[config.mk]
export PLATFORM = sky130hd
export DESIGN_NAME = vtg_cordic_cell
export DESIGN_NICKNAME = d
export VERILOG_FILES = /design/src/hdl/vtg_pkg.sv /design/src/hdl/vtg_cordic_cell.sv
export SDC_FILE = /design/constraint.sdc
export NUM_CORES = 1
export LEC_CHECK = 0
export ABC_CLOCK_PERIOD_IN_PS = 2900
export BUFFER_PORTS_ARGS = -buffer_cell sky130_fd_sc_hd__buf_2
export CAP_MARGIN = 20
export CELL_PAD_IN_SITES_DETAIL_PLACEMENT = 0
export CELL_PAD_IN_SITES_GLOBAL_PLACEMENT = 1
export CORE_UTILIZATION = 30
export CTS_CLUSTER_SIZE = 40
export DETAILED_ROUTE_END_ITERATION = 8
export HOLD_SLACK_MARGIN = 0.05
export PLACE_DENSITY_LB_ADDON = 0.3
export SYNTH_ARGS = -nofsm -noshare
export SYNTH_HDL_FRONTEND = slang
export SYNTH_SLANG_ARGS = --single-unit
[constraint.sdc]
create_clock -name i_clk -period 2.9 [get_ports i_clk]
set_clock_uncertainty 0.05 [all_clocks]
set_input_delay 0.58 -clock i_clk [delete_from_list [all_inputs] [get_ports i_clk]]
set_output_delay 0.58 -clock i_clk [all_outputs]
set_load 0.01 [all_outputs]
[src/hdl/vtg_pkg.sv]
package vtg_pkg;

    localparam int SQ_STEPS   = 15;
    localparam int VEC_W      = 27;
    localparam int MAX_STAGES = 24;
    localparam logic [31:0] HALF_TURN  = 32'h8000_0000;
    localparam logic [15:0] PLANE_TILE = 16'd5120;
    localparam logic signed [15:0] Y_ONE = 16'sd16384;

    localparam logic [1:0] MODE_SPHERE = 2'd0;
    localparam logic [1:0] MODE_CUBE   = 2'd1;
    localparam logic [1:0] MODE_PLANE  = 2'd2;
    localparam logic [1:0] MODE_NONE   = 2'd3;

    localparam logic [1:0] REG_MODE    = 2'd0;
    localparam logic [1:0] REG_SCALE_X = 2'd1;
    localparam logic [1:0] REG_SCALE_Y = 2'd2;
    localparam logic [1:0] REG_SCALE_Z = 2'd3;

    // corner codes: which scale component a cube corner uses
    localparam logic [1:0] CC_ZERO = 2'd0;
    localparam logic [1:0] CC_X    = 2'd1;
    localparam logic [1:0] CC_Y    = 2'd2;
    localparam logic [1:0] CC_Z    = 2'd3;

    typedef struct packed {
        logic [15:0]        vertex_index;
        logic signed [15:0] pos_x;
        logic signed [15:0] pos_y;
        logic signed [15:0] pos_z;
    } t_vertex;

    typedef struct packed {
        logic [15:0] tex_u;
        logic [15:0] tex_v;
        logic        coord_valid;
    } t_result;

    // request moving through the square root cells
    typedef struct packed {
        logic               vld;
        logic [15:0]        idx;
        logic signed [15:0] px;
        logic signed [15:0] pz;
        logic signed [15:0] py;
        logic [29:0]        rem;
        logic [29:0]        root;
    } t_sq;

    // request moving through the angle cells: two vectors at once
    typedef struct packed {
        logic                    vld;
        logic [15:0]             idx;
        logic signed [VEC_W-1:0] ux;
        logic signed [VEC_W-1:0] uy;
        logic [31:0]             ua;
        logic signed [VEC_W-1:0] vx;
        logic signed [VEC_W-1:0] vy;
        logic [31:0]             va;
    } t_cr;

    function automatic logic [31:0] atan_turn(input int i);
        logic [31:0] a;
        case (i)
            0:  a = 32'h20000000;
            1:  a = 32'h12E4051D;
            2:  a = 32'h09FB385B;
            3:  a = 32'h051111D4;
            4:  a = 32'h028B0D43;
            5:  a = 32'h0145D7E1;
            6:  a = 32'h00A2F61E;
            7:  a = 32'h00517C55;
            8:  a = 32'h0028BE53;
            9:  a = 32'h00145F2E;
            10: a = 32'h000A2F98;
            11: a = 32'h000517CC;
            12: a = 32'h00028BE6;
            13: a = 32'h000145F3;
            14: a = 32'h0000A2F9;
            15: a = 32'h0000517C;
            16: a = 32'h000028BE;
            17: a = 32'h0000145F;
            18: a = 32'h00000A2F;
            19: a = 32'h00000517;
            20: a = 32'h0000028B;
            21: a = 32'h00000145;
            22: a = 32'h000000A2;
            23: a = 32'h00000051;
            default: a = 32'h0;
        endcase
        return a;
    endfunction

    // {u code, v code} for each cube index
    function automatic logic [3:0] cube_code(input logic [4:0] i);
        logic [3:0] c;
        case (i)
            5'd0:  c = {CC_ZERO, CC_ZERO};
            5'd1:  c = {CC_Z, CC_ZERO};
            5'd2:  c = {CC_Z, CC_X};
            5'd3:  c = {CC_ZERO, CC_X};
            5'd4:  c = {CC_ZERO, CC_ZERO};
            5'd5:  c = {CC_Y, CC_ZERO};
            5'd6:  c = {CC_Y, CC_Z};
            5'd7:  c = {CC_ZERO, CC_Z};
            5'd8:  c = {CC_ZERO, CC_X};
            5'd9:  c = {CC_Z, CC_X};
            5'd10: c = {CC_Z, CC_ZERO};
            5'd11: c = {CC_ZERO, CC_ZERO};
            5'd12: c = {CC_ZERO, CC_ZERO};
            5'd13: c = {CC_X, CC_ZERO};
            5'd14: c = {CC_X, CC_Y};
            5'd15: c = {CC_ZERO, CC_Y};
            5'd16: c = {CC_ZERO, CC_ZERO};
            5'd17: c = {CC_Y, CC_ZERO};
            5'd18: c = {CC_Y, CC_Z};
            5'd19: c = {CC_ZERO, CC_Z};
            5'd20: c = {CC_Y, CC_ZERO};
            5'd21: c = {CC_Y, CC_Z};
            5'd22: c = {CC_ZERO, CC_Z};
            5'd23: c = {CC_ZERO, CC_ZERO};
            default: c = {CC_ZERO, CC_ZERO};
        endcase
        return c;
    endfunction

    // {u set, v set} for each plane corner
    function automatic logic [1:0] plane_code(input logic [1:0] i);
        logic [1:0] c;
        case (i)
            2'd0: c = 2'b01;
            2'd1: c = 2'b00;
            2'd2: c = 2'b10;
            2'd3: c = 2'b11;
            default: c = 2'b00;
        endcase
        return c;
    endfunction

endpackage

[src/hdl/vtg_cordic_cell.sv]
module vtg_cordic_cell #(
    parameter int STAGE = 0
) (
    input  logic           i_clk,
    input  logic           i_rst_n,
    input  vtg_pkg::t_cr   i_cr,
    output vtg_pkg::t_cr   o_cr
);

    localparam logic [31:0] ANG = vtg_pkg::atan_turn(STAGE);

    vtg_pkg::t_cr r_cr;
    vtg_pkg::t_cr n_cr;

    always_comb begin
        n_cr = i_cr;
        // turn each vector toward the x axis; a vector on the axis holds
        if (i_cr.uy > 0) begin
            n_cr.ux = i_cr.ux + (i_cr.uy >>> STAGE);
            n_cr.uy = i_cr.uy - (i_cr.ux >>> STAGE);
            n_cr.ua = i_cr.ua + ANG;
        end else if (i_cr.uy < 0) begin
            n_cr.ux = i_cr.ux - (i_cr.uy >>> STAGE);
            n_cr.uy = i_cr.uy + (i_cr.ux >>> STAGE);
            n_cr.ua = i_cr.ua - ANG;
        end
        if (i_cr.vy > 0) begin
            n_cr.vx = i_cr.vx + (i_cr.vy >>> STAGE);
            n_cr.vy = i_cr.vy - (i_cr.vx >>> STAGE);
            n_cr.va = i_cr.va + ANG;
        end else if (i_cr.vy < 0) begin
            n_cr.vx = i_cr.vx - (i_cr.vy >>> STAGE);
            n_cr.vy = i_cr.vy + (i_cr.vx >>> STAGE);
            n_cr.va = i_cr.va - ANG;
        end
    end

    always_ff @(posedge i_clk) begin
        if (!i_rst_n) begin
            r_cr <= '0;
        end else begin
            r_cr <= n_cr;
        end
    end

    assign o_cr = r_cr;

endmodule

* After elaboration in Yosys (flattened, before gate mapping)
Index checks and enable logic that the tools add are counted.
Storage, ports and cells: register bits after elaboration 189, input bits 191, output and inout port bits 189
Cells by class: add/subtract/negate cells 10, $lt $le $gt $ge 4, mux-type cells 4
Operator list (number):
- $mux 86 | 4
- $sub 27x27->27 | 4
- $add 32x30->32 const B | 2
- $sub 32x30->32 const B | 2
- $add 27x27->27 | 2
- $gt 27x1->1 const B | 2
- $lt 27x1->1 const B | 2

* Longest topological paths before layout
Gate-level depths: netlist of the first run.
depth after elaboration 3, gate-level depth with buffers 13

* Least setup slack after synthesis of the first run
OpenSTA, ideal clock, no wires.
kind input to register, start input port i_cr[118] in the netlist's numbering, end register r_cr, in the netlist o_cr[171], library setup time 0.070 ns, data arrival time 3.049 ns, slack -0.270 ns, stages on the path 13, buffers on the path 1, path through ha_1 inv_1 fa_1 o21bai_1 a21oi_1 o311ai_1 a21oi_1 o311ai_2 a221o_1 buf_2 a311oi_1 a211o_1 a21oi_1
On the way: cells in the longest elaborated chain, start to end 3, elaborated cells between the ends (all ways) 6
RTL lines:
- start, declared | RTL line vtg_cordic_cell.sv:6 | input vtg_pkg::t_cr i_cr,
- $sub 27x27->27 or $lt 27x1->1 (tied branches) | RTL line vtg_cordic_cell.sv:23, vtg_cordic_cell.sv:22
- $mux 86 | RTL line vtg_cordic_cell.sv:22 | end else if (i_cr.uy < 0) begin
- $mux 86 (*) | RTL line vtg_cordic_cell.sv:18 | if (i_cr.uy > 0) begin
- end signal, assigned | RTL line vtg_cordic_cell.sv:42 | r_cr <= n_cr;
- end, declared | RTL line vtg_cordic_cell.sv:12 | vtg_pkg::t_cr r_cr;
Mark *: on every way between the ends. The rest lies on a longest branch, timed or not. A chain may end at the register's enable or synchronous reset.

* Worst setup path after layout of the first run
start input port i_cr[59] in the netlist's numbering, end register r_cr, in the netlist o_cr[85]
On the way: cells in the longest elaborated chain, start to end 3, elaborated cells between the ends (all ways) 4
RTL lines:
- $sub 27x27->27 | RTL line vtg_cordic_cell.sv:32 | n_cr.vx = i_cr.vx - (i_cr.vy >>> STAGE);
- $mux 86 | RTL line vtg_cordic_cell.sv:31 | end else if (i_cr.vy < 0) begin
- $mux 86 (*) | RTL line vtg_cordic_cell.sv:27 | if (i_cr.vy > 0) begin
Marked as above.

==> results of run 1 <==
logic make-up (layout without fill, tap and decap cells):
logic type / after synthesis / in the layout / synth area share [%]
AO/OA/AOI/OAI: 696 / 696 / 31.6
XOR/XNOR: 37 / 37 / 2.12
adder cells (fa/ha/maj): 182 / 182 / 15.2
buffers and inverters: 295 / 1135 / 7.29
flip-flops: 189 / 189 / 24.7
multiplexers: 8 / 8 / 0.539
other: 0 / 3 / 0
AND/OR/NAND/NOR: 588 / 588 / 18.6
metal layers:
layer / part of all wire [%] / global-route usage, % / vias up
met3: 6.8 / 4.54 / 113
met5: 0.011 / 0 / -
met1: 45 / 36.1 / 8863
met2: 46 / 43.6 / 784
li1: - / - / 8822
met4: 3.0 / 10.4 / 2
area by class of cell:
class                           count  area share, %
Clock buffer                       18           1.89
Tap cell                          672           3.63
Clock inverter                     14          0.777
Sequential cell                   189           16.3
Multi-Input combinational cell   1511           47.7
Timing Repair Buffer              929           26.7
Antenna cell                        3         0.0324
Inverter                          174           2.88
synth_stat cells (7+ instances only):
| cell | count | share of area, % |
|---|---|---|
| clkbuf_1 | 108 | 2.6 |
| o31a_1 | 7 | 0.40 |
| a221oi_1 | 31 | 1.8 |
| o31ai_1 | 17 | 0.83 |
| a22oi_1 | 20 | 0.98 |
| a21o_1 | 35 | 1.7 |
| a221o_1 | 15 | 0.98 |
| nand4_1 | 12 | 0.49 |
| o22ai_1 | 24 | 0.98 |
| nor2b_1 | 15 | 0.61 |
| o21a_1 | 19 | 0.93 |
| nand2_1 | 94 | 2.3 |
| o211ai_1 | 7 | 0.34 |
| and3_1 | 14 | 0.57 |
| ha_1 | 176 | 14 |
| a211oi_1 | 47 | 2.3 |
| a2bb2oi_1 | 14 | 0.80 |
| o21bai_1 | 35 | 1.7 |
| nor4_1 | 20 | 0.82 |
| o221ai_1 | 16 | 0.91 |
| xnor2_1 | 31 | 1.8 |
| or3_1 | 14 | 0.57 |
| a211o_1 | 8 | 0.46 |
| a31oi_1 | 15 | 0.61 |
| o311ai_0 | 9 | 0.51 |
| buf_1 | 7 | 0.17 |
| nand3_1 | 32 | 1.0 |
| nor2_1 | 209 | 5.1 |
| inv_1 | 168 | 4.1 |
| nand2b_1 | 18 | 0.74 |
| nor3_1 | 52 | 1.7 |
| and2_1 | 84 | 3.4 |
| dfxtp_1 | 189 | 25 |
| a21oi_1 | 196 | 6.4 |
| o21ai_0 | 94 | 3.1 |
repair_timing:
item,4_1_cts,5_1_grt
endpoints found under the setup margin,17,48
gates cloned,0,0
pin swaps,3,29
setup buffers,1,17
gates resized for setup,21,70
worst max-delay path, stage by stage:
cell and delay (ns):
buf_2 0.12, inv_1 0.05, ha_1 0.21, fa_2 0.38, nand2b_4 0.18, a2111oi_4 0.38
or3_4 0.21, nand3_1 0.15, a31oi_4 0.24, o21ai_1 0.09, a21oi_1 0.20, mux2i_1 0.10
or3b_1 0.36
power groups by stage:
stage / Clock [mW] / Combinational (mW) / Sequential (mW)
CTS: 2.61 / 4.11 / 2.96
detailed placement: 0 / 4.06 / 3.01
global route: 2.70 / 4.61 / 2.97
floorplan: 0 / 1.89 / 3.10
global placement: 0 / 4.03 / 3.01
finish: 2.54 / 4.29 / 2.95
path summary, 6_finish.rpt:
path	startpoint	endpoint	slack (ns)	cells past startpoint
worst max-delay path	i_cr[59]	o_cr[85]	-0.01	13
worst min-delay path	i_cr[7]	o_cr[7]	0.23	2
==> key figures, run 1 <==
Placement
  • DP Cell Count: 3458
  • GP Congestion: 0.951
  • Place WS: -0.715 ns
  • Port bufs: 379
  • Detail Placement HPWL: 58800 um
  • Post-placement cell area: 22000 um2

Yosys
  • Number of synthesized flops with an enable pin: 0
  • Synthesis-stage register bit count: 189
  • YS warnings: 0
  • Sequential fraction of the synthesis area: 24.7%
  • Synthesized Nets: 2368
  • Syn Std Cell Area: 15300 um2
  • Unique masters post-synth: 93
  • Prevailing post-synth register cell: dfxtp_1
  • Synthesized instance count: 1995
  • Post-synth ARST share: 0%
  • Avg Cell Area, Syn: 7.68 um2

STA
  • Max-slew headroom: 23.0%
  • TNS Setup: -0.0118 ns
  • Endpoints failing setup: 1
  • Final min period: 2.91 ns
  • Hold Vio Cnt, Final: 0
  • RSZ-0062 raised after global routing: true
  • Setup WS post-layout: -0.0118 ns
  • Worst Tran Pin Value: 1.15 ns
  • Slew Viols, Final: 0
  • Fmax: 343 MHz
  • Final hold slack: 0.233 ns
  • Crit share post-route: 100%

Die
  • Core ar.: 50300 um2
  • DIE AREA: 52000 um2
  • DIE WIDTH: 228 um
  • Initial core utilization: 30.5%
  • Row Count: 82
  • Num ports: 380
  • Die Height: 228 um

Drt
  • Vias: 18584
  • Initial DRT Pass Iterations: 6
  • DR vias/cell: 5.29
  • Routed Antenna Nets: 0
  • DRC Markers: 0
  • Routed len/inst: 20.7 um
  • Post-Route WL: 72700 um
  • DRT iter0 DRCs: 1555

Worst setup path
  • Max FO, Critical Path: 4
  • Critical path required time: 3.24 ns
  • Startpoint types: input port
  • Critical Path End Type: register
  • CP Data Arrival Time: 3.25 ns
  • Kind of critical path: input port to register

Pwr
  • Pint: 6.02 mW
  • Max IR drop VDD: 0.000497 V
  • Clock share of power: 26.0%
  • Final Power: 9.78 mW
  • Sw Ratio: 38.5%
  • Power Density: 422 nW/um2
  • Reg power frac: 30.2%
  • Combinational share of power: 43.9%
  • NetSw: 3.76 mW
  • Leakage: 11.4 nW

Clock network
  • CTS root buffer: clkbuf_16
  • Number of CTS-inserted buffers: 17
  • CTS tree: built
  • Clock Sinks: 189
  • H-tree depth: 4
  • CTS hold repair buffers: 0
  • Clk slew on worst S/H paths: 0.09 ns
  • Max Buffers Root-to-Sink: 2

GRT
  • Maximum number of pins on one net before global-route repair: 77
  • Vias in the first global route: 17971
  • First-pass GRT wire length: 108000 um
  • Global Route Usage Sum: 27.1%
  • Gr ovfl total: 0
  • Initial antenna violation count: 3

Layout
  • Final Util: 46.1%
  • Multi-input gate area: 11100 um2
  • Most frequent cells in the layout: buf_4, buf_2, nor2_1
  • Post-route cell area: 23200 um2
  • Layout Nets: 3195
  • Max reg flops: 189
  • Layout cell share with drive strength beyond 1: 38.4%
  • Non-filler cells, final: 3510
  • FF/Latch Area: 3780 um2
  • Area Overhead vs Synth: 51.4%
  • Most common cell after layout, fill and taps aside: buf_4
  • # fillers: 5095

Flow run
  • Max cap viols: 0

Outcome
  • Status: finished with violations
  • Failing checks: negative setup slack

Worst hold path
  • Hold Crit Class: input port to register
Note: power is estimated with default switching activity, not from simulation.
==> run 2, diff against run 1 <==
ABC_CLOCK_PERIOD_IN_PS = 3500   (was 2900)
clock period = 3.5 ns   (was 2.9 ns; I/O delays follow)
==> run 2 against run 1 <==
Effect of this change: the flow now finishes without violations; critical path depth stayed put; non-clock buffer count is 230 lower; first-iteration DRC count is 8.1% lower; via count is 5.1% lower; die area stayed put; combinational power is 28% lower; setup slack better by 0.20 ns; flip-flop and latch count stayed put; count of clock-buffer cells in the layout is 1 lower; largest cell class unchanged.
==> key figures, run 2 (synthesis gave the netlist of run 1 again) <==
Worst setup path
  • Kind of critical path: input port to register
  • Critical path required time: 3.81 ns (+0.57 ns)
  • Startpoint types: input port
  • CP Data Arrival Time: 3.62 ns (+0.37 ns)
  • Critical Path Start: i_cr[32]
  • Max FO, Critical Path: 5 (+1)
  • Critical Path End Type: register
  • Worst Setup EP: o_cr[56]

Placement
  • Detail Placement HPWL: 57000 um (-3.1%)
  • Port bufs: 379 (unchanged)
  • Place WS: -0.254 ns (+0.462 ns)
  • DP Cell Count: 3245 (-6.2%)
  • GP Congestion: 0.953 (+0.27%)

STA
  • Slew Viols, Final: 0 (unchanged)
  • Setup WS post-layout: 0.187 ns (+0.199 ns)
  • Max-slew headroom: 26.8% (+3.8 points)
  • Final hold slack: 0.363 ns (+0.130 ns)
  • Endpoints failing setup: 0 (-1)
  • Crit share post-route: 94.7%
  • RSZ-0062 raised after global routing: false
  • Worst Tran Pin Value: 1.09 ns (-0.0600 ns)
  • Hold Vio Cnt, Final: 0 (unchanged)
  • Final min period: 3.31 ns
  • Fmax: 302 MHz

Die
  • DIE AREA: 52000 um2 (unchanged)
  • DIE WIDTH: 228 um (unchanged)
  • Num ports: 380 (unchanged)
  • Core ar.: 50300 um2 (unchanged)
  • Initial core utilization: 30.5% (unchanged)
  • Row Count: 82 (unchanged)
  • Die Height: 228 um (unchanged)

Clock network
  • Clock Sinks: 189 (unchanged)
  • Number of CTS-inserted buffers: 17 (unchanged)
  • Max Buffers Root-to-Sink: 2 (unchanged)
  • Clk slew on worst S/H paths: 0.09 ns (about the same)
  • H-tree depth: 4 (unchanged)
  • CTS tree: built
  • # resized after CTS: 0 (-100%)
  • Setup bufs post-CTS: 0 (-1)
  • CTS root buffer: clkbuf_16
  • CTS hold repair buffers: 0 (unchanged)

Layout
  • Most frequent cells in the layout: buf_2, buf_4, nor2_1
  • Layout cell share with drive strength beyond 1: 29.5% (-8.9 points)
  • Max reg flops: 189 (unchanged)
  • Final Util: 41.0% (-5.1 points)
  • # fillers: 5248 (+3.0%)
  • Area Overhead vs Synth: 34.7%
  • Non-filler cells, final: 3276 (-6.7%)
  • Most common cell after layout, fill and taps aside: buf_2
  • Layout Nets: 2965 (-7.2%)
  • Antenna cells: 0 (-3)

Drt
  • Post-Route WL: 71300 um (-1.9%)
  • Vias: 17643 (-5.1%)
  • Initial DRT Pass Iterations: 6 (unchanged)
  • DRT iter0 DRCs: 1429 (-8.1%)
  • Routed len/inst: 21.8 um (+5.1%)
  • DRC Markers: 0 (unchanged)
  • DR vias/cell: 5.39 (+1.7%)
  • Routed Antenna Nets: 0 (unchanged)

Pwr
  • Max IR drop VDD: 0.000356 V (-28%)
  • Final Power: 7.63 mW (-22%)
  • Leakage: 10.1 nW (-11%)
  • Power Density: 370 nW/um2 (-12%)

Outcome
  • Status: finished, final reports clean

GRT
  • First-pass GRT wire length: 107000 um (-1.0%)
  • Vias in the first global route: 17351 (-3.5%)
  • Global Route Usage Sum: 26.7% (-0.38 points)
  • Initial antenna violation count: 0 (-3)
  • Maximum number of pins on one net before global-route repair: 59 (-23%)
  • Gr ovfl total: 0 (unchanged)

Flow run
  • Max cap viols: 0 (unchanged)

Worst hold path
  • Hold Crit Class: input port to register
-- run 2: cell type report --
type                    instances  area, um2  share of cell area (%)
well taps                     672        841                    4.07
flip-flops and latches        189       3780                    18.3
repair buffers                699       4340                    21.0
multi-input cells            1511      10400                    50.5
clock inverters                14        169                   0.819
inverters                     174        653                    3.17
clock buffers                  17        425                    2.06
-- run 2: through the flow --
| step | area (um2) | setup TNS, ns |
|---|---|---|
| 2_1_floorplan | 15300 | 0 |
| 3_3_place_gp | 20000 | -4.06 |
| 3_5_place_dp | 20000 | -4.82 |
| 4_1_cts | 20600 | 0 |
| 5_1_grt | 20600 | 0 |
| 6_report | 20600 | 0 |
-- run 2: worst min path at each step --
stage / start / to / cells after the start
detailed placement: i_cr[10] / o_cr[10] / 2
global route: i_cr[10] / o_cr[10] / 2
floorplan: i_cr[0] / o_cr[0] / 1
finish: i_cr[10] / o_cr[10] / 2
CTS: i_cr[10] / o_cr[10] / 2
global placement: i_cr[14] / o_cr[14] / 2
-- run 2: power by group --
group          total (mW)  switching [mW]  internal (mW)
Sequential           2.44          0.0766           2.36
Combinational        3.10            1.79           1.31
Clock                2.09            1.07           1.02
-- run 2: layer usage --
| layer | up-vias | GRT usage (%) | routed length (um) |
|---|---|---|---|
| met5 | - | 0 | 0 |
| met4 | 0 | 8.49 | 1880 |
| met3 | 98 | 4.46 | 4430 |
| met2 | 732 | 44.2 | 32800 |
| met1 | 8459 | 35.2 | 32200 |
| li1 | 8354 | - | - |
-- run 2: critical path, stage by stage --
cell,delay (ns)
buf_2,0.17
ha_1,0.20
inv_1,0.06
fa_1,0.41
nor2_1,0.17
o221ai_1,0.20
a2bb2oi_2,0.29
a311oi_4,0.17
o31ai_2,0.38
a21oi_1,0.22
o31ai_1,0.36
xor2_1,0.18
o22ai_1,0.10
