==> config.mk <==
export PLATFORM = sky130hd
export DESIGN_NAME = vtg_sqrt_cell
export DESIGN_NICKNAME = d
export VERILOG_FILES = /design/src/hdl/vtg_pkg.sv /design/src/hdl/vtg_sqrt_cell.sv
export SDC_FILE = /design/constraint.sdc
export NUM_CORES = 1
export LEC_CHECK = 0
export BUFFER_PORTS_ARGS = -buffer_cell sky130_fd_sc_hd__buf_2
export CAP_MARGIN = 20
export CORE_MARGIN = 10
export CORE_UTILIZATION = 51
export DETAILED_ROUTE_END_ITERATION = 10
export GPL_ROUTABILITY_DRIVEN = 0
export PLACE_DENSITY = 0.92
export SYNTH_ARGS = -nofsm -noshare
export SYNTH_HDL_FRONTEND = slang
export SYNTH_SLANG_ARGS = --single-unit
==> constraint.sdc <==
create_clock -name i_clk -period 6.1 [get_ports i_clk]
set_clock_uncertainty 0.2 [all_clocks]
set_input_delay 0.305 -clock i_clk [delete_from_list [all_inputs] [get_ports i_clk]]
set_output_delay 0.305 -clock i_clk [all_outputs]
set_load 0.01 [all_outputs]
==> src/hdl/vtg_pkg.sv <==
package vtg_pkg;

    localparam int SQ_STEPS   = 15;
    localparam int VEC_W      = 27;
    localparam int MAX_STAGES = 24;
    localparam logic [31:0] HALF_TURN  = 32'h8000_0000;
    localparam logic [15:0] PLANE_TILE = 16'd5120;
    localparam logic signed [15:0] Y_ONE = 16'sd16384;

    localparam logic [1:0] MODE_SPHERE = 2'd0;
    localparam logic [1:0] MODE_CUBE   = 2'd1;
    localparam logic [1:0] MODE_PLANE  = 2'd2;
    localparam logic [1:0] MODE_NONE   = 2'd3;

    localparam logic [1:0] REG_MODE    = 2'd0;
    localparam logic [1:0] REG_SCALE_X = 2'd1;
    localparam logic [1:0] REG_SCALE_Y = 2'd2;
    localparam logic [1:0] REG_SCALE_Z = 2'd3;

    // corner codes: which scale component a cube corner uses
    localparam logic [1:0] CC_ZERO = 2'd0;
    localparam logic [1:0] CC_X    = 2'd1;
    localparam logic [1:0] CC_Y    = 2'd2;
    localparam logic [1:0] CC_Z    = 2'd3;

    typedef struct packed {
        logic [15:0]        vertex_index;
        logic signed [15:0] pos_x;
        logic signed [15:0] pos_y;
        logic signed [15:0] pos_z;
    } t_vertex;

    typedef struct packed {
        logic [15:0] tex_u;
        logic [15:0] tex_v;
        logic        coord_valid;
    } t_result;

    // request moving through the square root cells
    typedef struct packed {
        logic               vld;
        logic [15:0]        idx;
        logic signed [15:0] px;
        logic signed [15:0] pz;
        logic signed [15:0] py;
        logic [29:0]        rem;
        logic [29:0]        root;
    } t_sq;

    // request moving through the angle cells: two vectors at once
    typedef struct packed {
        logic                    vld;
        logic [15:0]             idx;
        logic signed [VEC_W-1:0] ux;
        logic signed [VEC_W-1:0] uy;
        logic [31:0]             ua;
        logic signed [VEC_W-1:0] vx;
        logic signed [VEC_W-1:0] vy;
        logic [31:0]             va;
    } t_cr;

    function automatic logic [31:0] atan_turn(input int i);
        logic [31:0] a;
        case (i)
            0:  a = 32'h20000000;
            1:  a = 32'h12E4051D;
            2:  a = 32'h09FB385B;
            3:  a = 32'h051111D4;
            4:  a = 32'h028B0D43;
            5:  a = 32'h0145D7E1;
            6:  a = 32'h00A2F61E;
            7:  a = 32'h00517C55;
            8:  a = 32'h0028BE53;
            9:  a = 32'h00145F2E;
            10: a = 32'h000A2F98;
            11: a = 32'h000517CC;
            12: a = 32'h00028BE6;
            13: a = 32'h000145F3;
            14: a = 32'h0000A2F9;
            15: a = 32'h0000517C;
            16: a = 32'h000028BE;
            17: a = 32'h0000145F;
            18: a = 32'h00000A2F;
            19: a = 32'h00000517;
            20: a = 32'h0000028B;
            21: a = 32'h00000145;
            22: a = 32'h000000A2;
            23: a = 32'h00000051;
            default: a = 32'h0;
        endcase
        return a;
    endfunction

    // {u code, v code} for each cube index
    function automatic logic [3:0] cube_code(input logic [4:0] i);
        logic [3:0] c;
        case (i)
            5'd0:  c = {CC_ZERO, CC_ZERO};
            5'd1:  c = {CC_Z, CC_ZERO};
            5'd2:  c = {CC_Z, CC_X};
            5'd3:  c = {CC_ZERO, CC_X};
            5'd4:  c = {CC_ZERO, CC_ZERO};
            5'd5:  c = {CC_Y, CC_ZERO};
            5'd6:  c = {CC_Y, CC_Z};
            5'd7:  c = {CC_ZERO, CC_Z};
            5'd8:  c = {CC_ZERO, CC_X};
            5'd9:  c = {CC_Z, CC_X};
            5'd10: c = {CC_Z, CC_ZERO};
            5'd11: c = {CC_ZERO, CC_ZERO};
            5'd12: c = {CC_ZERO, CC_ZERO};
            5'd13: c = {CC_X, CC_ZERO};
            5'd14: c = {CC_X, CC_Y};
            5'd15: c = {CC_ZERO, CC_Y};
            5'd16: c = {CC_ZERO, CC_ZERO};
            5'd17: c = {CC_Y, CC_ZERO};
            5'd18: c = {CC_Y, CC_Z};
            5'd19: c = {CC_ZERO, CC_Z};
            5'd20: c = {CC_Y, CC_ZERO};
            5'd21: c = {CC_Y, CC_Z};
            5'd22: c = {CC_ZERO, CC_Z};
            5'd23: c = {CC_ZERO, CC_ZERO};
            default: c = {CC_ZERO, CC_ZERO};
        endcase
        return c;
    endfunction

    // {u set, v set} for each plane corner
    function automatic logic [1:0] plane_code(input logic [1:0] i);
        logic [1:0] c;
        case (i)
            2'd0: c = 2'b01;
            2'd1: c = 2'b00;
            2'd2: c = 2'b10;
            2'd3: c = 2'b11;
            default: c = 2'b00;
        endcase
        return c;
    endfunction

endpackage

==> src/hdl/vtg_sqrt_cell.sv <==
module vtg_sqrt_cell #(
    parameter int STEP = 0
) (
    input  logic           i_clk,
    input  logic           i_rst_n,
    input  vtg_pkg::t_sq   i_sq,
    output vtg_pkg::t_sq   o_sq
);

    localparam logic [29:0] BIT = 30'(1) << (2 * (vtg_pkg::SQ_STEPS - 1 - STEP));

    vtg_pkg::t_sq r_sq;
    vtg_pkg::t_sq n_sq;
    logic [29:0]  trial;

    always_comb begin
        n_sq  = i_sq;
        trial = i_sq.root + BIT;
        if (i_sq.rem >= trial) begin
            n_sq.rem  = i_sq.rem - trial;
            n_sq.root = (i_sq.root >> 1) + BIT;
        end else begin
            n_sq.root = i_sq.root >> 1;
        end
    end

    always_ff @(posedge i_clk) begin
        if (!i_rst_n) begin
            r_sq <= '0;
        end else begin
            r_sq <= n_sq;
        end
    end

    assign o_sq = r_sq;

endmodule

---- Yosys cells after proc, flatten, opt, wreduce, memory -nomap -nowiden ----
Index checks and enable logic that the tools add are counted.
storage, ports and cells
  word-level logic and storage cells ...... 15
  output and inout bits ................... 125
  register bits ........................... 125
  input bits .............................. 127
operators by class
  muxes and demuxes ....................... 2
  add/subtract/negate cells ............... 3
  reductions and logical operators ........ 1
  order comparisons ....................... 1
operators with widths
  operator                  number
  $add A29 B29 Y30 const B  1
  $add A30 B29 Y30 const B  1
  $ge A30 B30 Y1            1
  $mux W30                  1
  $sub A30 B30 Y30          1
  $mux W29                  1
  $reduce_and A2 Y1         1

---- Longest topological paths before layout ----
Gate-level depths: netlist (run 1).
  word-level depth ........................ 3
  mapped depth ............................ 12
  depth with buffers taken out ............ 11

---- Least setup slack after synthesis (run 1) ----
No wires, ideal clock.
  path type ............................... input to register
  start point ............................. in i_sq[23] (netlist bit)
  end point ............................... reg r_sq, in the netlist o_sq[30]
  library setup time ...................... 0.116 ns
  path buffers ............................ 1
  data required time ...................... 5.784 ns
  stages on the path ...................... 11
  setup slack ............................. 3.339 ns
  arrival ................................. 2.445 ns
  cell sequence ........................... inv_1 > ha_1 > buf_6 > a21o_1 > a21o_1 > a21o_1 > a221o_1 > a311oi_2 > and3_2 > nor2_2 > o211a_1
between the ends
  cells in the longest elaborated chain, start to end .. 3
RTL lines
  what                  RTL line             source
  from (decl)           vtg_sqrt_cell.sv:6   input vtg_pkg::t_sq i_sq,
  $add A30 B29 Y30      vtg_sqrt_cell.sv:18  trial = i_sq.root + BIT;
  $ge A30 B30 Y1        vtg_sqrt_cell.sv:19  if (i_sq.rem >= trial) begin
  $mux W30              vtg_sqrt_cell.sv:19
  to (signal assigned)  vtg_sqrt_cell.sv:31  r_sq <= n_sq;
  to (decl)             vtg_sqrt_cell.sv:12  vtg_pkg::t_sq r_sq;
No other way between the ends.
A chain may end at the register's enable or synchronous reset.

---- Worst setup path in the final report (run 1) ----
  start point ............................. in i_sq[53] (netlist bit)
  end point ............................... reg r_sq, in the netlist o_sq[46]
between the ends
  cells in the longest elaborated chain, start to end .. 2
RTL lines
  what            RTL line
  $ge A30 B30 Y1  vtg_sqrt_cell.sv:19
  $mux W30        vtg_sqrt_cell.sv:19
No other way between the ends.

==> impl_metrics.csv, run 1 <==
group,metric,value,unit
die,dieArea,15400,um^2
global_route,overflow,0,
worst_setup_path,cp_max_fo,16,
die,pin_count,252,
sta,max_freq,0.267,GHz
global_route,grt.total_usage,30.8,%
detailed_routing,wl,24.4,mm
yosys,synthArstFlopShare,0,%
min_path,hold_path_class,"input port to flop",
yosys,synth-seq-area-share,45.4,%
sta,min_period,3.75,ns
detailed_routing,vias,6265,
yosys,synth_flop_cell,"dfxtp_1",
die,die_w,124,um
yosys,synth_top_area_share,45.4,%
yosys,ys_warn_count,0,
pwr,leakage,4.38,nW
die,die_y,124,um
clocking,root_buffer,"clkbuf_8",
yosys,netlist_top_cells_area,"dfxtp_1 (45%), and2_1 (7.8%), ha_1 (6.8%)",
place,port_buffers,251,
global_route,grt_pass1_vias,6465,
final_layout,area_growth_syn_to_layout,58.0,%
yosys,synthDistinctLibCells,58,
detailed_routing,dr.first_iter.drc_count,663,
detailed_routing,wl_per_cell,21.7,um
global_route,grt_max_degree,80,
clocking,cts_resized,0,
detailed_routing,first_pass_iters,5,
yosys,synth_enable_flop_cells,0,
place,post-place-ws,2.49,ns
detailed_routing,vias_per_cell,5.57,
outcome,status,"finished, final reports clean",
clocking,clock_path_buffers,2,
yosys,syn_area,5510,um^2
pwr,power_density,298,nW/um^2
clocking,tritoncts,"done",
place,dp.cells,966,
worst_setup_path,crit_required,6.29,ns
sta,slew_viol_final,0,
yosys,synth_top_area_cell,"dfxtp_1",
worst_setup_path,path_class,"input port to flop",
sta,hold_violations,0,
clocking,cts_made_buffers,17,
detailed_routing,ant_nets,0,
place,post-dp-hpwl,14.7,mm
detailed_routing,route.detailed.drc,0,
final_layout,layout-drive-gt1-share,30.2,%
final_layout,largest_register_ffs,125,
sta,rsz0062_at_grt,"false",
worst_setup_path,end_kind,"flop",
final_layout,stdcell_count,1125,
sta,post-route-period-util,61.4,%
die,core,10400,um^2
sta,worstMarginPinSlew,0.935,ns
clocking,cts.clk_slew.worst_paths,0.06,ns
sta,finalSetupViolations,0,
die,rows,37,
worst_setup_path,worst_setup_path_start_kind,"input port",
yosys,synth.avg_cell_area,9.06,um^2
sta,relSlewSlack,36.0,%
worst_setup_path,worstPathArrival,3.93,ns
yosys,syn_nets,766,
sta,final.setup.tns,0,ns
flow_run,max-cap-violations,0,
die,initial_core_util,52.9,%
final_layout,final_nets,1131,
yosys,ys_seq_elements,125,
sta,fin_ws,2.35,ns
clocking,cts_num_sinks,125,
pwr,peakVddDrop,0.000283,V
clocking,htreeDepth,4,
global_route,antenna_found_initial,4,
global_route,grt_pass1_wl,36.8,mm
pwr,power,2.59,mW
yosys,synth_cells,608,
[cell families (layout without fill, tap and decap cells)]
logic type	count (synthesis)	after routing	synth area share [%]
flops	125	125	45.4
simple gates	201	201	19.8
other cells	0	4	0
fa+ha+maj	31	31	7.18
buf+inv	72	449	5.63
compound gates	158	158	18.7
xor+xnor	21	21	3.34
[area by class of cell]
type	instances	area (um^2)
Antenna cell	4	10.0
Clock buffer	17	414
Clock inverter	14	231
Fill cell	543	1710
Inverter	39	146
Multi-Input combinational cell	411	2700
Sequential cell	125	2500
Tap cell	136	170
Timing Repair Buffer	379	2530
[repair_timing]
action / in CTS / in global routing
buffers inserted: 0 / 0
hold endpoints to repair: 125 / 0
hold buffers: 124 / 0
[stage by stage]
step,utilization (%),instance area [um^2],hold WS [ns]
4_1_cts,83.5,8690,0.0690
6_report,83.6,8700,0.0863
5_1_grt,83.6,8700,0.108
2_1_floorplan,-,5510,0.227
3_3_place_gp,65.4,6810,0.310
3_5_place_dp,65.4,6810,0.314
[cells in the mapped netlist (all sizes together) (10+ instances only)]
master	instances
dfxtp	125
and2	69
a21oi	47
nor2	42
inv	38
o21ai	34
ha	30
nand3	26
a21o	24
clkbuf	24
nand2	22
xnor2	13
nand4	10
[worst max-delay path, cell delays in order]
cell and delay, ns:
dlygate4sd3_1 0.55, buf_2 0.15, ha_1 0.40, a21o_1 0.22, a21o_1 0.19, a21o_1 0.19
a221o_1 0.39, a311oi_2 0.31, nand3_1 0.53, buf_4 0.42, a21oi_1 0.20, a211oi_2 0.06
[layer usage]
layer / routed length [um] / track usage (%) / vias up / part of all wire [%]
li1: - / - / 2847 / -
met1: 8640 / 32.4 / 2944 / 35
met2: 12400 / 55.1 / 397 / 51
met3: 2440 / 10.3 / 77 / 10
met4: 915 / 13.3 / 0 / 3.8
met5: 0 / 0 / - / 0
[where the power goes]
group          leakage, nW  internal (mW)  switching [mW]
Combinational         3.03          0.247           0.314
Clock                0.316          0.714           0.417
Sequential            1.04          0.879          0.0188
[cell usage in the layout, fill, tap and decap left out, drive strengths merged, types with 13 or more instances in the layout]
cell / n
nor2: 42
o21ai: 34
inv: 43
and2: 69
buf: 255
ha: 30
dfxtp: 125
nand3: 26
a21o: 24
dlygate4sd3: 124
xnor2: 13
clkbuf: 17
a21oi: 47
nand2: 22
[worst paths after layout]
| path | from | end | slack [ns] | depth (start not counted) |
|---|---|---|---|---|
| hold / removal | i_sq[0] | o_sq[30] | 0.09 | 4 |
| setup / recovery | i_sq[53] | o_sq[46] | 2.35 | 12 |
Power figures use the tool's default switching activity.
==> run 2: changes to the inputs <==
Settings changed: ABC_AREA set to 1, CORE_UTILIZATION 51 to 44, PLACE_DENSITY 0.92 to 0.83.
Clock period 6.1 ns to 3.25 ns, I/O delays scaled along.
==> impl_metrics.csv, run 2 <==
group,metric,value,unit
sta,slew_viol_final,0,
worst_setup_path,cpLargestDelayFamily,"buffers and inverters",
yosys,synth_cells,992,
worst_setup_path,slowest_stage,"dlygate4sd3_1",
final_layout,layout_common_cells,"nand2_1 (368), buf_2 (250), inv_1 (237)",
pwr,power,4.65,mW
min_path,hold_path_class,"input port to flop",
die,rows,43,
worst_setup_path,crit_chain,"dlygate4sd3_1 > buf_2 > inv_1 > ha_1 > fa_1 > inv_1 > nand2_1 > nand3_2 > nand2_1 > nand2_1 > nand2_1 > nand3_4 > buf_4 > nand2_1 > nand2_1 > nor2_1 > dlygate4sd3_1",
pwr,clkPwrFrac,41.0,%
die,dieArea,19500,um^2
final_layout,utilization,68.7,%
yosys,synthDistinctLibCells,28,
sta,post-route-period-util,93.4,%
detailed_routing,first_pass_iters,5,
sta,hold_ws,0.0760,ns
sta,max_freq,0.329,GHz
die,die_y,140,um
yosys,synth_top_area_cell,"dfxtp_1",
worst_setup_path,worstPathArrival,3.14,ns
clocking,root_buffer,"clkbuf_16",
pwr,internal_power,3.26,mW
sta,rsz0062_at_grt,"false",
die,initial_core_util,45.1,%
global_route,grt.total_usage,22.4,%
global_route,grt_pass1_wl,35.9,mm
final_layout,layout-drive-gt1-share,22.1,%
yosys,syn_area,6290,um^2
clocking,tritoncts,"done",
yosys,ys_warn_count,0,
yosys,synth-simple-area-share,32.9,%
die,pin_count,252,
place,port_buffers,251,
outcome,status,"finished, final reports clean",
detailed_routing,wl_per_cell,14.3,um
worst_setup_path,worst_setup_path_start_kind,"input port",
pwr,netSwitchingFraction,29.8,%
clocking,cts.clk_slew.worst_paths,0.06,ns
sta,min_period,3.04,ns
yosys,synth-xor-area-share,2.23,%
yosys,syn_nets,1150,
final_layout,final_nets,1530,
pwr,pwr-share-seq,36.1,%
yosys,ys_seq_elements,125,
pwr,power_density,486,nW/um^2
final_layout,n_antenna_cell,0,
clocking,cts_made_buffers,17,
place,post-place-ws,0.733,ns
worst_setup_path,cp_max_fo,12,
die,die_w,140,um
flow_run,max-cap-violations,0,
final_layout,largest_register_ffs,125,
pwr,combPwrFrac,22.9,%
clocking,clock_path_buffers,2,
yosys,synth_top_family_by_area,"simple AND/OR/NAND/NOR gates",
yosys,synth_enable_flop_cells,0,
sta,hold_violations,0,
yosys,synth_top_area_share,39.8,%
clocking,htreeDepth,4,
detailed_routing,ant_nets,0,
yosys,synth-seq-area-share,39.8,%
global_route,grt_pass1_vias,7255,
worst_setup_path,crit_buf_inv,6,
clocking,cts_num_sinks,125,
detailed_routing,wl,22.4,mm
yosys,synth_adder_area_share,6.28,%
yosys,muxShareOfSynthArea,0,%
pwr,switchingPower,1.39,mW
worst_setup_path,path_class,"input port to flop",
global_route,grt_max_degree,73,
yosys,synth.avg_cell_area,6.34,um^2
pwr,leakage,6.00,nW
die,core,13900,um^2
place,post-dp-hpwl,15.6,mm
pwr,peakVddDrop,0.000536,V
global_route,overflow,0,
worst_setup_path,cp_common_cell,"nand2_1",
sta,final.setup.tns,0,ns
yosys,synth_flop_cell,"dfxtp_1",
detailed_routing,dr.first_iter.drc_count,363,
sta,relSlewSlack,52.7,%
yosys,netlist_top_cells_area,"dfxtp_1 (40%), nand2_1 (22%), inv_1 (14%)",
worst_setup_path,end_kind,"flop",
yosys,synth_commonest_cells,"nand2_1 (368), inv_1 (237), dfxtp_1 (125), nor2_1 (100), ha_1 (30)",
clocking,cts_setup_buffers,0,
worst_setup_path,critical_path.max_stage_delay,0.54,ns
detailed_routing,vias_per_cell,4.55,
worst_setup_path,crit_required,3.35,ns
final_layout,area_growth_syn_to_layout,52.1,%
yosys,synthArstFlopShare,0,%
yosys,synth_compound_area_share,2.59,%
yosys,yosysMostFrequentCell,"nand2_1",
sta,finalSetupViolations,0,
detailed_routing,vias,7120,
global_route,antenna_found_initial,0,
detailed_routing,route.detailed.drc,0,
final_layout,final_common_cell,"nand2_1",
sta,fin_ws,0.215,ns
sta,worstMarginPinSlew,0.709,ns
[run 2: cell types whose count changed after synthesis, sizes merged, moves of 7 or more]
| cell | delta |
|---|---|
| a21o | -24 |
| a21oi | -26 |
| a31oi | -7 |
| and2 | -67 |
| and3 | -7 |
| clkbuf | -11 |
| inv | +209 |
| nand2 | +347 |
| nor2 | +62 |
| o211ai | -7 |
| o21ai | -24 |
| xor2 | -7 |
[run 2: area by class of cell]
class                           count  area (um^2)
Inverter                          248          931
Multi-Input combinational cell    600         2780
Clock buffer                       18          439
Fill cell                        1107         4370
Sequential cell                   125         2500
Timing Repair Buffer              380         2540
Clock inverter                     14          156
Tap cell                          180          225
[run 2: path summary, 6_finish.rpt]
check / start / endpoint / slack, ns / cells after the start
hold / removal: i_rst_n / o_sq[107] / 0.08 / 3
setup / recovery: i_sq[30] / o_sq[30] / 0.21 / 17
[run 2: worst min-delay path, delay by kind of cell]
family                 cells  cell delay, ns
AND/OR/NAND/NOR            1            0.13
buffers and inverters      2            0.35
[run 2: what timing repair did]
item,in CTS,in global routing
hold endpoints to repair,125,0
gates resized for setup,0,1
hold buffers,125,0
endpoints found under the setup margin,0,1
[run 2: logic make-up (layout without fill, tap and decap cells)]
logic type                 Yosys count  count (layout)
and+or+nand+nor                    521             521
buffers and inverters              267             660
DFF                                125             125
AOI/OAI and AO/OA                   32              32
adders and majority gates           31              31
xor gates and xnor gates            16              16
[run 2: power by group through the flow]
stage / clock, mW / sequential [mW] / combinational, mW
floorplan: 0 / 1.77 / 0.522
global placement: 0 / 1.70 / 0.903
detailed placement: 0 / 1.71 / 0.920
CTS: 1.93 / 1.67 / 1.05
global route: 2.00 / 1.69 / 1.19
finish: 1.91 / 1.68 / 1.06
[run 2: stage by stage]
step / instances / area (um^2)
after global placement: 1408 / 7710
after global routing: 1565 / 9570
final: 1565 / 9570
after CTS: 1565 / 9560
after detailed placement: 1408 / 7710
after floorplan: 992 / 6290
[run 2: per-layer routing]
layer,track usage (%),vias to the layer above,share of wire (%)
met3,6.50,45,7.7
met4,8.86,0,2.9
met5,0,-,0
li1,-,3621,-
met1,23.8,3165,39
met2,40.8,289,50
==> run 3: changes to the inputs <==
==> constraint.sdc (replaced) <==
create_clock -name i_clk -period 3.25 [get_ports i_clk]
set_clock_uncertainty 0.2 [all_clocks]
set_input_delay 0 -clock i_clk [delete_from_list [all_inputs] [get_ports i_clk]]
set_output_delay 0 -clock i_clk [all_outputs]
set_load 0.01 [all_outputs]
==> impl_metrics.csv, run 3 (synthesis results as in run 2) <==
group,metric,value,unit
global_route,overflow,0,
pwr,internal_power,3.34,mW
detailed_routing,first_pass_iters,5,
die,die_w,140,um
die,rows,43,
final_layout,seq_area,2500,um^2
clocking,cts_made_buffers,17,
sta,max_freq,0.337,GHz
die,initial_core_util,45.1,%
global_route,grt_max_degree,113,
pwr,pwr-share-seq,35.3,%
worst_setup_path,cp_max_fo,40,
sta,fin_ws,0.282,ns
detailed_routing,wl,22.6,mm
worst_setup_path,end_kind,"flop",
global_route,antenna_found_initial,0,
worst_setup_path,worstPathArrival,3.07,ns
worst_setup_path,crit_required,3.35,ns
clocking,cts_setup_buffers,0,
sta,final.setup.tns,0,ns
sta,hold_ws,0.0989,ns
worst_setup_path,path_class,"input port to flop",
place,post-dp-hpwl,15.5,mm
clocking,htreeDepth,4,
flow_run,max-cap-violations,0,
die,dieArea,19500,um^2
global_route,grt_pass1_vias,7410,
clocking,clock_path_buffers,2,
detailed_routing,vias_per_cell,4.55,
final_layout,utilization,69.1,%
sta,relSlewSlack,67.6,%
pwr,power_density,494,nW/um^2
place,port_buffers,251,
sta,slew_viol_final,0,
sta,hold_violations,0,
clocking,cts.clk_slew.worst_paths,0.06,ns
die,core,13900,um^2
clocking,cts_num_sinks,125,
detailed_routing,ant_nets,0,
die,pin_count,252,
sta,worstMarginPinSlew,0.486,ns
place,post-place-ws,0.824,ns
global_route,grt.total_usage,22.7,%
pwr,power,4.76,mW
final_layout,area_growth_syn_to_layout,53.0,%
final_layout,multi_input_area,2770,um^2
sta,min_period,2.97,ns
outcome,status,"finished, final reports clean",
detailed_routing,dr.first_iter.drc_count,395,
detailed_routing,wl_per_cell,14.4,um
pwr,peakVddDrop,0.000332,V
final_layout,layout-drive-gt1-share,22.0,%
clocking,tritoncts,"done",
final_layout,final_common_cell,"nand2_1",
final_layout,n_antenna_cell,0,
final_layout,nFillCells,1073,
sta,finalSetupViolations,0,
pwr,combPwrFrac,22.6,%
pwr,clkPwrFrac,42.1,%
clocking,root_buffer,"clkbuf_16",
pwr,switchingPower,1.42,mW
die,die_y,140,um
pwr,leakage,6.02,nW
detailed_routing,vias,7133,
detailed_routing,route.detailed.drc,0,
final_layout,largest_register_ffs,125,
min_path,hold_path_class,"input port to flop",
final_layout,layout_common_cells,"nand2_1 (368), buf_2 (250), inv_1 (237)",
final_layout,final_nets,1531,
pwr,netSwitchingFraction,29.9,%
global_route,grt_pass1_wl,36.3,mm
sta,rsz0062_at_grt,"false",
sta,post-route-period-util,91.3,%
worst_setup_path,worst_setup_path_start_kind,"input port",
==> run 3: layout make-up <==
| class | instances | area share, % |
|---|---|---|
| repair buffers | 381 | 26.8 |
| well taps | 180 | 2.34 |
| flip-flops and latches | 125 | 26.0 |
| inverters | 248 | 9.67 |
| clock inverters | 15 | 2.07 |
| clock buffers | 17 | 4.42 |
| multi-input cells | 600 | 28.7 |
==> run 3: metrics by stage <==
| step | cell area [um^2] | instances |
|---|---|---|
| after global routing | 9630 | 1566 |
| after CTS | 9590 | 1564 |
| final | 9630 | 1566 |
| after global placement | 7700 | 1406 |
| after floorplan | 6290 | 992 |
| after detailed placement | 7700 | 1406 |
==> run 3: power groups by stage <==
| stage | sequential, mW | clock, mW | combinational [mW] |
|---|---|---|---|
| global route | 1.69 | 2.10 | 1.20 |
| global placement | 1.70 | 0 | 0.905 |
| detailed placement | 1.71 | 0 | 0.921 |
| finish | 1.68 | 2.00 | 1.08 |
| floorplan | 1.77 | 0 | 0.522 |
| CTS | 1.68 | 2.03 | 1.05 |
==> run 3: metal layers <==
layer  global-route usage (%)  vias up  wire, um  share of wire (%)
met5                        0        -         0                  0
met4                     7.12        0       494                2.2
met3                     7.18       41      1980                8.8
met2                     41.5      297     11400                 51
met1                     24.1     3171      8700                 38
li1                         -     3624         -                  -
==> run 3: worst paths after layout <==
| check | start | to | cells after the start |
|---|---|---|---|
| setup / recovery | i_sq[30] | o_sq[30] | 17 |
| hold / removal | i_sq[70] | o_sq[70] | 4 |
==> run 3: what timing repair did <==
action	4_1_cts	5_1_grt
resized for setup	0	1
endpoints found under the hold margin	125	42
setup endpoints to repair	0	2
hold buffers	126	1
==> run 3: critical path, cell delays in order <==
cell and delay, ns:
dlygate4sd3_1 0.52, buf_2 0.11, inv_1 0.04, ha_1 0.20, fa_1 0.44, inv_1 0.08, nand2_1 0.06, nand3_2 0.09
nand2_1 0.06, nand2_1 0.11, nand2_1 0.07, nand3_2 0.19, buf_6 0.31, nand2_1 0.09, nand2_1 0.07, nor2_1 0.04
dlygate4sd3_1 0.56
